File: src/rtl/core/sfd_pkg.sv
`timescale 1ns / 1ps
// ----------------------------------------------------------------------------
// sfd_pkg
// Types and constants shared by the serial frame deframer modules.
// ----------------------------------------------------------------------------
package sfd_pkg;

  localparam int CFG_IDX_W = 2;

  localparam logic [CFG_IDX_W-1:0] CFG_HEADER    = 2'd0;
  localparam logic [CFG_IDX_W-1:0] CFG_LEN_LIMIT = 2'd1;
  localparam logic [CFG_IDX_W-1:0] CFG_DATA_CMD  = 2'd2;
  localparam logic [CFG_IDX_W-1:0] CFG_SUB_LIMIT = 2'd3;

  localparam logic [7:0] HEADER_RST    = 8'hA5;
  localparam logic [7:0] LEN_LIMIT_RST = 8'd200;
  localparam logic [7:0] DATA_CMD_RST  = 8'h04;
  localparam logic [7:0] SUB_LIMIT_RST = 8'd16;

  localparam logic [1:0] ST_NONE   = 2'd0;
  localparam logic [1:0] ST_REJECT = 2'd1;
  localparam logic [1:0] ST_DATA   = 2'd2;

  localparam logic [7:0] IDX_LEN = 8'd1;
  localparam logic [7:0] IDX_CMD = 8'd3;
  localparam logic [7:0] IDX_SUB = 8'd5;

  typedef struct packed {
    logic [7:0] rx_byte;
    logic       chunk_end;
  } sfd_in_t;

  typedef struct packed {
    logic [1:0]  status;
    logic [63:0] payload_word;
    logic [3:0]  byte_count;
    logic        last;
  } sfd_out_t;

  typedef struct packed {
    logic       en;
    logic [7:0] addr;
    logic [7:0] data;
  } sfd_wr_t;

  typedef struct packed {
    logic [1:0] status;
    logic [7:0] len;
  } sfd_desc_t;

endpackage

File: src/rtl/core/sfd_front.sv
`timescale 1ns / 1ps
// ----------------------------------------------------------------------------
// sfd_front
// Accepts bytes, tracks the frame, writes the frame store and queues one
// report descriptor per chunk end.
// ----------------------------------------------------------------------------
module sfd_front
  import sfd_pkg::*;
(
  input  logic                 clk,
  input  logic                 rst_n,
  input  logic                 in_valid,
  output logic                 in_ready,
  input  sfd_in_t              in_item,
  input  logic                 cfg_valid,
  output logic                 cfg_ready,
  input  logic [CFG_IDX_W-1:0] cfg_index,
  input  logic [7:0]           cfg_data,
  input  logic                 q_full,
  output logic                 q_push,
  output sfd_desc_t            q_desc,
  output sfd_wr_t              wr,
  input  logic                 pay_done
);

  logic [7:0] header_r, len_limit_r, data_cmd_r, sub_limit_r;
  logic [7:0] idx_r, idx_nxt;
  logic [7:0] sum_r, sum_nxt;
  logic       done_r, done_nxt;
  logic       discard_r, discard_nxt;
  logic       in_frame_r, in_frame_nxt;
  logic       lock_r, lock_nxt;
  logic [7:0] len_r, len_nxt;
  logic [7:0] cmd_r, cmd_nxt;
  logic [7:0] sub_r, sub_nxt;
  logic [7:0] len_v;
  logic [7:0] b;
  logic       in_fire;

  assign in_ready  = !q_full && !lock_r;
  assign cfg_ready = 1'b1;
  assign in_fire   = in_valid && in_ready;
  assign b         = in_item.rx_byte;

  always_comb begin
    idx_nxt      = idx_r;
    sum_nxt      = sum_r;
    done_nxt     = done_r;
    discard_nxt  = discard_r;
    in_frame_nxt = in_frame_r;
    lock_nxt     = lock_r;
    len_nxt      = len_r;
    cmd_nxt      = cmd_r;
    sub_nxt      = sub_r;
    len_v        = len_r;
    wr           = '0;
    q_push       = 1'b0;
    q_desc       = '0;
    if (pay_done) begin
      lock_nxt = 1'b0;
    end
    if (in_fire) begin
      if (discard_r) begin
        discard_nxt = 1'b0;
      end else if (!in_frame_r) begin
        if (b == header_r) begin
          in_frame_nxt = 1'b1;
          done_nxt     = 1'b0;
          wr.en        = 1'b1;
          wr.addr      = 8'd0;
          wr.data      = b;
          idx_nxt      = 8'd1;
          sum_nxt      = b;
        end
      end else if (!done_r) begin
        wr.en   = 1'b1;
        wr.addr = idx_r;
        wr.data = b;
        len_v   = (idx_r == IDX_LEN) ? b : len_r;
        if (idx_r == IDX_LEN) begin
          len_nxt = b;
        end
        if (idx_r == IDX_CMD) begin
          cmd_nxt = b;
        end
        if (idx_r == IDX_SUB) begin
          sub_nxt = b;
        end
        if (idx_r > 8'd2 && ({1'b0, idx_r} + 9'd1 >= {1'b0, len_v})) begin
          done_nxt = 1'b1;
          sum_nxt  = sum_r - b;
        end else begin
          sum_nxt = sum_r + b;
          idx_nxt = idx_r + 8'd1;
        end
        if (len_v > len_limit_r) begin
          in_frame_nxt = 1'b0;
          done_nxt     = 1'b0;
          idx_nxt      = 8'd0;
          sum_nxt      = 8'd0;
          len_nxt      = 8'd0;
          discard_nxt  = 1'b1;
        end
      end
      if (in_item.chunk_end) begin
        q_push      = 1'b1;
        q_desc.len  = len_nxt;
        q_desc.status = ST_NONE;
        if (done_nxt && sum_nxt == 8'd0) begin
          if (cmd_nxt == data_cmd_r && sub_nxt != 8'd0 && sub_nxt < sub_limit_r) begin
            q_desc.status = ST_DATA;
            lock_nxt      = 1'b1;
          end else begin
            q_desc.status = ST_REJECT;
          end
        end
        if (done_nxt) begin
          in_frame_nxt = 1'b0;
          done_nxt     = 1'b0;
          idx_nxt      = 8'd0;
          sum_nxt      = 8'd0;
        end
      end
    end
  end

  always_ff @(posedge clk) begin
    if (!rst_n) begin
      header_r    <= HEADER_RST;
      len_limit_r <= LEN_LIMIT_RST;
      data_cmd_r  <= DATA_CMD_RST;
      sub_limit_r <= SUB_LIMIT_RST;
      idx_r       <= 8'd0;
      sum_r       <= 8'd0;
      done_r      <= 1'b0;
      discard_r   <= 1'b0;
      in_frame_r  <= 1'b0;
      lock_r      <= 1'b0;
    end else begin
      idx_r      <= idx_nxt;
      sum_r      <= sum_nxt;
      done_r     <= done_nxt;
      discard_r  <= discard_nxt;
      in_frame_r <= in_frame_nxt;
      lock_r     <= lock_nxt;
      if (cfg_valid) begin
        unique case (cfg_index)
          CFG_HEADER:    header_r    <= cfg_data;
          CFG_LEN_LIMIT: len_limit_r <= cfg_data;
          CFG_DATA_CMD:  data_cmd_r  <= cfg_data;
          CFG_SUB_LIMIT: sub_limit_r <= cfg_data;
          default: ;
        endcase
      end
    end
  end

  always_ff @(posedge clk) begin
    len_r <= len_nxt;
    cmd_r <= cmd_nxt;
    sub_r <= sub_nxt;
  end

endmodule

File: src/rtl/core/sfd_queue.sv
`timescale 1ns / 1ps
// ----------------------------------------------------------------------------
// sfd_queue
// Two-entry queue of report descriptors between front and back.
// ----------------------------------------------------------------------------
module sfd_queue
  import sfd_pkg::*;
(
  input  logic      clk,
  input  logic      rst_n,
  input  logic      push,
  input  sfd_desc_t push_desc,
  input  logic      pop,
  output sfd_desc_t pop_desc,
  output logic      full,
  output logic      empty
);

  sfd_desc_t  entry_r [2];
  logic       wr_ptr_r, wr_ptr_nxt;
  logic       rd_ptr_r, rd_ptr_nxt;
  logic [1:0] count_r, count_nxt;
  logic       do_push, do_pop;

  assign full     = (count_r == 2'd2);
  assign empty    = (count_r == 2'd0);
  assign do_push  = push && !full;
  assign do_pop   = pop && !empty;
  assign pop_desc = entry_r[rd_ptr_r];

  always_comb begin
    wr_ptr_nxt = do_push ? !wr_ptr_r : wr_ptr_r;
    rd_ptr_nxt = do_pop ? !rd_ptr_r : rd_ptr_r;
    count_nxt  = count_r;
    if (do_push && !do_pop) begin
      count_nxt = count_r + 2'd1;
    end else if (do_pop && !do_push) begin
      count_nxt = count_r - 2'd1;
    end
  end

  always_ff @(posedge clk) begin
    if (!rst_n) begin
      wr_ptr_r <= 1'b0;
      rd_ptr_r <= 1'b0;
      count_r  <= 2'd0;
    end else begin
      wr_ptr_r <= wr_ptr_nxt;
      rd_ptr_r <= rd_ptr_nxt;
      count_r  <= count_nxt;
    end
  end

  always_ff @(posedge clk) begin
    if (do_push) begin
      entry_r[wr_ptr_r] <= push_desc;
    end
  end

endmodule

File: src/rtl/core/sfd_back.sv
`timescale 1ns / 1ps
// ----------------------------------------------------------------------------
// sfd_back
// Holds the frame store, turns report descriptors into result items and
// packs payload bytes into 8-byte words behind an output register.
// ----------------------------------------------------------------------------
module sfd_back
  import sfd_pkg::*;
#(
  parameter int FRAME_BYTES = 256
) (
  input  logic      clk,
  input  logic      rst_n,
  input  sfd_wr_t   wr,
  input  logic      q_empty,
  input  sfd_desc_t q_desc,
  output logic      q_pop,
  output logic      out_valid,
  input  logic      out_ready,
  output sfd_out_t  out_item,
  output logic      pay_done
);

  localparam int AW = $clog2(FRAME_BYTES);

  typedef enum logic [1:0] {S_IDLE, S_READ, S_CAPT, S_SEND} state_t;

  state_t      state_r;
  logic [7:0]  mem [FRAME_BYTES];
  logic [7:0]  rd_data_r;
  logic        rd_ok_r;
  logic        wr_ok;
  logic        rd_ok;
  logic [7:0]  len_r;
  logic [7:0]  off_r;
  logic [2:0]  slot_r;
  logic [63:0] word_r;
  logic [3:0]  cnt_r;
  logic [1:0]  status_r;
  logic        last_r;
  logic        out_valid_r;
  sfd_out_t    out_item_r;
  logic        can_load;
  logic [7:0]  byte_v;
  logic [7:0]  off_inc;

  assign wr_ok     = (9'(wr.addr) < 9'(FRAME_BYTES));
  assign rd_ok     = (9'(off_r) < 9'(FRAME_BYTES));
  assign can_load  = !out_valid_r || out_ready;
  assign q_pop     = (state_r == S_IDLE) && !q_empty;
  assign pay_done  = (state_r == S_SEND) && can_load && last_r && (status_r == ST_DATA);
  assign out_valid = out_valid_r;
  assign out_item  = out_item_r;
  assign byte_v    = rd_ok_r ? rd_data_r : 8'd0;
  assign off_inc   = off_r + 8'd1;

  always_ff @(posedge clk) begin
    if (wr.en && wr_ok) begin
      mem[wr.addr[AW-1:0]] <= wr.data;
    end
    if (state_r == S_READ) begin
      rd_data_r <= mem[off_r[AW-1:0]];
      rd_ok_r   <= rd_ok;
    end
  end

  always_ff @(posedge clk) begin
    if (!rst_n) begin
      state_r     <= S_IDLE;
      out_valid_r <= 1'b0;
    end else begin
      if (state_r == S_SEND && can_load) begin
        out_valid_r <= 1'b1;
      end else if (out_ready) begin
        out_valid_r <= 1'b0;
      end
      unique case (state_r)
        S_IDLE: begin
          if (!q_empty) begin
            status_r <= q_desc.status;
            len_r    <= q_desc.len;
            off_r    <= 8'd0;
            slot_r   <= 3'd0;
            word_r   <= 64'd0;
            cnt_r    <= 4'd0;
            if (q_desc.status != ST_DATA || q_desc.len == 8'd0) begin
              last_r  <= 1'b1;
              state_r <= S_SEND;
            end else begin
              last_r  <= 1'b0;
              state_r <= S_READ;
            end
          end
        end
        S_READ: begin
          state_r <= S_CAPT;
        end
        S_CAPT: begin
          word_r[{slot_r, 3'b000} +: 8] <= byte_v;
          off_r  <= off_inc;
          slot_r <= slot_r + 3'd1;
          if (off_inc == len_r || slot_r == 3'd7) begin
            cnt_r   <= {1'b0, slot_r} + 4'd1;
            last_r  <= (off_inc == len_r);
            state_r <= S_SEND;
          end else begin
            state_r <= S_READ;
          end
        end
        S_SEND: begin
          if (can_load) begin
            out_item_r.status       <= status_r;
            out_item_r.payload_word <= word_r;
            out_item_r.byte_count   <= cnt_r;
            out_item_r.last         <= last_r;
            if (last_r) begin
              state_r <= S_IDLE;
            end else begin
              slot_r  <= 3'd0;
              word_r  <= 64'd0;
              state_r <= S_READ;
            end
          end
        end
        default: state_r <= S_IDLE;
      endcase
    end
  end

endmodule

File: src/rtl/core/serial_frame_deframer.sv
`timescale 1ns / 1ps
// ----------------------------------------------------------------------------
// serial_frame_deframer
// Collects received bytes into frames and reports one status per host chunk.
//
// Input channel in_*: one received byte and its chunk_end flag per item,
// taken whenever in_ready is high. Bytes that do not end a chunk produce
// no result. A chunk end queues a report for the back end.
// Output channel out_*: a reject or no-frame report is one item, loaded
// into the output register after it leaves the queue. An accepted frame
// gives ceil(L/8) items, one when L is 0, read from the frame store one
// byte at a time (read, then capture state) through the single read port
// and sent a word at a time; the input stalls until the last is loaded.
// cfg_*: register writes, always ready; write them only while the block is
// idle. Reset (rst_n low, synchronous) clears frame tracking, the report
// queue and the output register and restores the register defaults; the
// frame store is left as is. A stalled receiver holds the output register;
// up to two reports queue up, after which in_ready drops.
// ----------------------------------------------------------------------------
module serial_frame_deframer
  import sfd_pkg::*;
#(
  parameter int FRAME_BYTES = 256
) (
  input  logic                 clk,
  input  logic                 rst_n,
  input  logic                 in_valid,
  output logic                 in_ready,
  input  sfd_in_t              in_item,
  output logic                 out_valid,
  input  logic                 out_ready,
  output sfd_out_t             out_item,
  input  logic                 cfg_valid,
  output logic                 cfg_ready,
  input  logic [CFG_IDX_W-1:0] cfg_index,
  input  logic [7:0]           cfg_data
);

  logic      q_full, q_empty, q_push, q_pop, pay_done;
  sfd_desc_t push_desc, pop_desc;
  sfd_wr_t   wr;

  sfd_front u_front (
    .clk       (clk),
    .rst_n     (rst_n),
    .in_valid  (in_valid),
    .in_ready  (in_ready),
    .in_item   (in_item),
    .cfg_valid (cfg_valid),
    .cfg_ready (cfg_ready),
    .cfg_index (cfg_index),
    .cfg_data  (cfg_data),
    .q_full    (q_full),
    .q_push    (q_push),
    .q_desc    (push_desc),
    .wr        (wr),
    .pay_done  (pay_done)
  );

  sfd_queue u_queue (
    .clk       (clk),
    .rst_n     (rst_n),
    .push      (q_push),
    .push_desc (push_desc),
    .pop       (q_pop),
    .pop_desc  (pop_desc),
    .full      (q_full),
    .empty     (q_empty)
  );

  sfd_back #(
    .FRAME_BYTES (FRAME_BYTES)
  ) u_back (
    .clk       (clk),
    .rst_n     (rst_n),
    .wr        (wr),
    .q_empty   (q_empty),
    .q_desc    (pop_desc),
    .q_pop     (q_pop),
    .out_valid (out_valid),
    .out_ready (out_ready),
    .out_item  (out_item),
    .pay_done  (pay_done)
  );

endmodule

File: config.mk
export PLATFORM = sky130hd
export DESIGN_NAME = serial_frame_deframer
export DESIGN_NICKNAME = d
export VERILOG_FILES = /design/src/rtl/core/sfd_pkg.sv /design/src/rtl/core/sfd_front.sv /design/src/rtl/core/sfd_queue.sv /design/src/rtl/core/sfd_back.sv /design/src/rtl/core/serial_frame_deframer.sv
export SDC_FILE = /design/constraint.sdc
export NUM_CORES = 2
export LEC_CHECK = 0
export BUFFER_PORTS_ARGS = -buffer_cell sky130_fd_sc_hd__buf_4
export CORE_UTILIZATION = 34
export DETAILED_ROUTE_END_ITERATION = 16
export HOLD_SLACK_MARGIN = 0.05
export PLACE_DENSITY = 0.52
export SETUP_SLACK_MARGIN = 0.02
export SLEW_MARGIN = 20
export SYNTH_ARGS = -nofsm -noshare
export SYNTH_HDL_FRONTEND = slang
export SYNTH_SLANG_ARGS = --single-unit
File: constraint.sdc
create_clock -name clk -period 29.9 [get_ports clk]
set_input_delay 2.99 -clock clk [delete_from_list [all_inputs] [get_ports clk]]
set_output_delay 2.99 -clock clk [all_outputs]
set_load 0.01 [all_outputs]
==> results.yml <==
run_status:
  status: "completed"
global_route:
  antenna_found_initial: 4
  grt_overflow: 0
  grt_max_degree: 164
  track_usage_pct: 16.5
  grt_pass1_wl_um: 325000
  grt_pass1_vias: 44334
critical_path:
  startpoint_type: "input port"
  crit_arrival_ns: 8.46
  critPathKind: "input port to flop"
  cp_max_fo: 16
  crit_required_ns: 30.52
  cp-end-kind: "flop"
cts:
  cts_max_level: 4
  cts_root_buf: "clkbuf_16"
  clockBufferDepth: 3
  worstSkewPairLatency_ns: 0.87
  post_cts_resized: 0
  postCtsHoldBufs: 0
  clkTransAtPathRegs_ns: 0.06
  cts_setup_buffers: 0
  cts_tree: "built"
  clock_sinks: 2321
  cts_inserted_buffers: 226
synth:
  syn_inst: 4375
  async_flop_share_pct: 0
  syn_area_um2: 91600
  ys_seq_area_share_pct: 75.4
  syn_avg_cell_area_um2: 20.9
  yosysWarningCount: 0
  synthFlopType: "edfxtp_1"
  synth-seq-cells: 2321
  synth-edff-count: 2261
  syn_nets: 4438
  synth_cell_types: 70
pwr:
  powerDensity_nw_per_um2: 71.2
  total_power_w: 0.00739
  p_leak_nw: 36.8
  vdd_drop_max_mv: 0.0560
sta:
  final-setup-viol-count: 0
  worst_pin_slew_ns: 1.14
  fin_crit_sh_pct: 26.2
  fin_setup_tns_ns: 0
  period_minus_slack_ns: 7.85
  slew_viol_final: 0
  hold_viol: 0
  rsz0062_at_grt: "no"
  slew_headroom_pct: 23.9
  max_clock_freq_mhz: 127
  clock-skew-final_ns: 0.0646
  layout_setup_ws_ns: 22.05
floorplan:
  core-area_um2: 268000
  die_h_um: 521
  pin_count: 98
  placementRows: 190
  die-width_um: 521
  die_area_um2: 272000
  initial_core_util_pct: 34.2
detailed_routing:
  drc: 0
  antenna_left: 0
  vias: 43294
  wl_per_cell_um: 27.2
  routed_wirelength_um: 225000
  routed_via_density: 5.23
  first_pass_iters: 7
  drt_iter0_markers: 4226
place:
  place_hpwl_um: 131000
  io_buffers: 96
  pre_cts_ws_ns: 21.25
  gp_congestion: 0.794
flow_run:
  drv_cap: 0
layout:
  drive_gt1_share_pct: 25.8
  nNetsFinal: 4588
  syn_to_final_growth_pct: 13.3
min_path:
  min_path_type: "flop to flop"
## cells in the final DEF (no fill, tap or decap), types with 27 or more instances in the layout
cell type,n
inv_1,46
a21oi_1,84
nor2_1,365
buf_4,167
dfxtp_1,60
nand2_1,194
ha_1,38
mux2i_1,54
edfxtp_1,2261
clkbuf_1,53
xor2_1,28
clkinv_2,40
clkinv_1,64
mux4_2,680
clkbuf_16,229
nand3_1,27
## worst max-delay path, stage by stage
cell,delay (ns)
buf_4,0.14
inv_1,0.18
nor2_1,0.07
a21oi_1,0.27
inv_1,0.08
ha_1,0.27
nand2b_1,0.14
a21oi_1,0.32
a2111oi_4,0.14
o311ai_4,0.72
inv_1,0.31
nor2_1,0.19
xnor2_1,0.14
ha_1,0.30
a211oi_1,0.23
nor2_1,0.08
and2_1,0.18
o21a_1,0.17
o311ai_0,0.31
o22ai_1,0.16
or4b_4,0.61
nor4b_1,0.45
## cell usage after synthesis (all sizes together) (7+ instances only)
cell type     n  share of area (%)
edfxtp     2261                 74
mux4        680                 17
nor2        366                1.5
nand2       199               0.82
clkbuf      188               0.77
a21oi        86               0.47
buf          67               0.32
dfxtp        60                1.3
mux2i        54               0.59
inv          46               0.19
ha           38               0.52
xor2         28               0.27
nand3        27               0.15
mux2         24               0.30
and2         22               0.15
o21ai        22               0.12
xnor2        22               0.21
nor3         19               0.11
nor4         16               0.11
o31ai        13               0.11
a31oi        12              0.082
nor2b        12              0.082
nand4        10              0.068
o21a          8              0.066
a21o          7              0.057
and3          7              0.048
## flip-flops by register name, summed over array words and instances, names as in the netlist, 2 cells and up, named ones only
name                 cells
u_back.slot_r            3
u_back.rd_data_r         8
u_back.word_r           64
u_back.out_item         71
u_front.data_cmd_r       8
u_back.off_r             8
u_front.sub_limit_r      8
u_back.len_r             8
u_back.mem            2048
u_back.status_r          2
u_queue.count_r          2
u_back.state_r           2
u_front.sub_r            8
u_front.sum_r            8
u_back.cnt_r             4
u_front.cmd_r            8
u_front.len_r            8
u_front.header_r         8
u_front.idx_r            8
u_front.len_limit_r      8
u_queue.entry_r         20
## stage by stage
stage               utilization, %  hold slack [ns]  instances  cell area [um2]
floorplan                        -            0.400       4375            91600
global placement              36.0            0.405       7847            96500
detailed placement            36.0            0.406       7847            96500
CTS                           38.7            0.420       8270           104000
global route                  38.7            0.432       8274           104000
finish                        38.7            0.416       8274           104000
## path summary, 6_finish.rpt
kind,from,endpoint,slack [ns],cells after the start
setup / recovery,in_item[1],u_queue.entry_r[0][9]$_DFFE_PP_,22.05,22
hold / removal,u_back.cnt_r[0]$_SDFFCE_PN0P_,u_back.out_item[1]$_DFFE_PP_,0.42,0
setup reg to reg,u_front.idx_r[7]$_SDFFE_PN0P_,u_queue.entry_r[0][9]$_DFFE_PP_,22.63,21
hold reg to reg,u_back.cnt_r[0]$_SDFFCE_PN0P_,u_back.out_item[1]$_DFFE_PP_,0.42,0
## routing by layer
metal | GRT usage, % | vias to the layer above | part of all wire, %
met4 | 4.29 | 0 | 2.2
met3 | 2.48 | 275 | 4.9
met1 | 23.3 | 23579 | 44
met2 | 26.7 | 1115 | 49
met5 | 0 | - | 0
li1 | - | 18325 | -
## cell families after synthesis
| kind of cell | synth area share [%] |
|---|---|
| compound gates | 1.41 |
| xor+xnor | 0.478 |
| fa+ha+maj | 0.541 |
| buf+inv | 1.28 |
| flops | 75.4 |
| mux | 17.6 |
| other cells | 0.00409 |
| simple gates | 3.26 |
## cell type report
cell class                 count  area [um2]
fill                       23790      164000
sequential                  2321       69100
multi-input combinational   1751       21400
clock buffer                 282        5930
tap                         3552        4440
timing repair buffer         177        1450
clock inverter               141        1240
inverter                      48         180
antenna                        2        5.00
## power breakdown
group | switching, W | internal [W]
Combinational | 0.000548 | 0.000393
Clock | 0.00123 | 0.00155
Sequential | 0.0000522 | 0.00361
No activity file was read; power rests on OpenSTA's default activity.
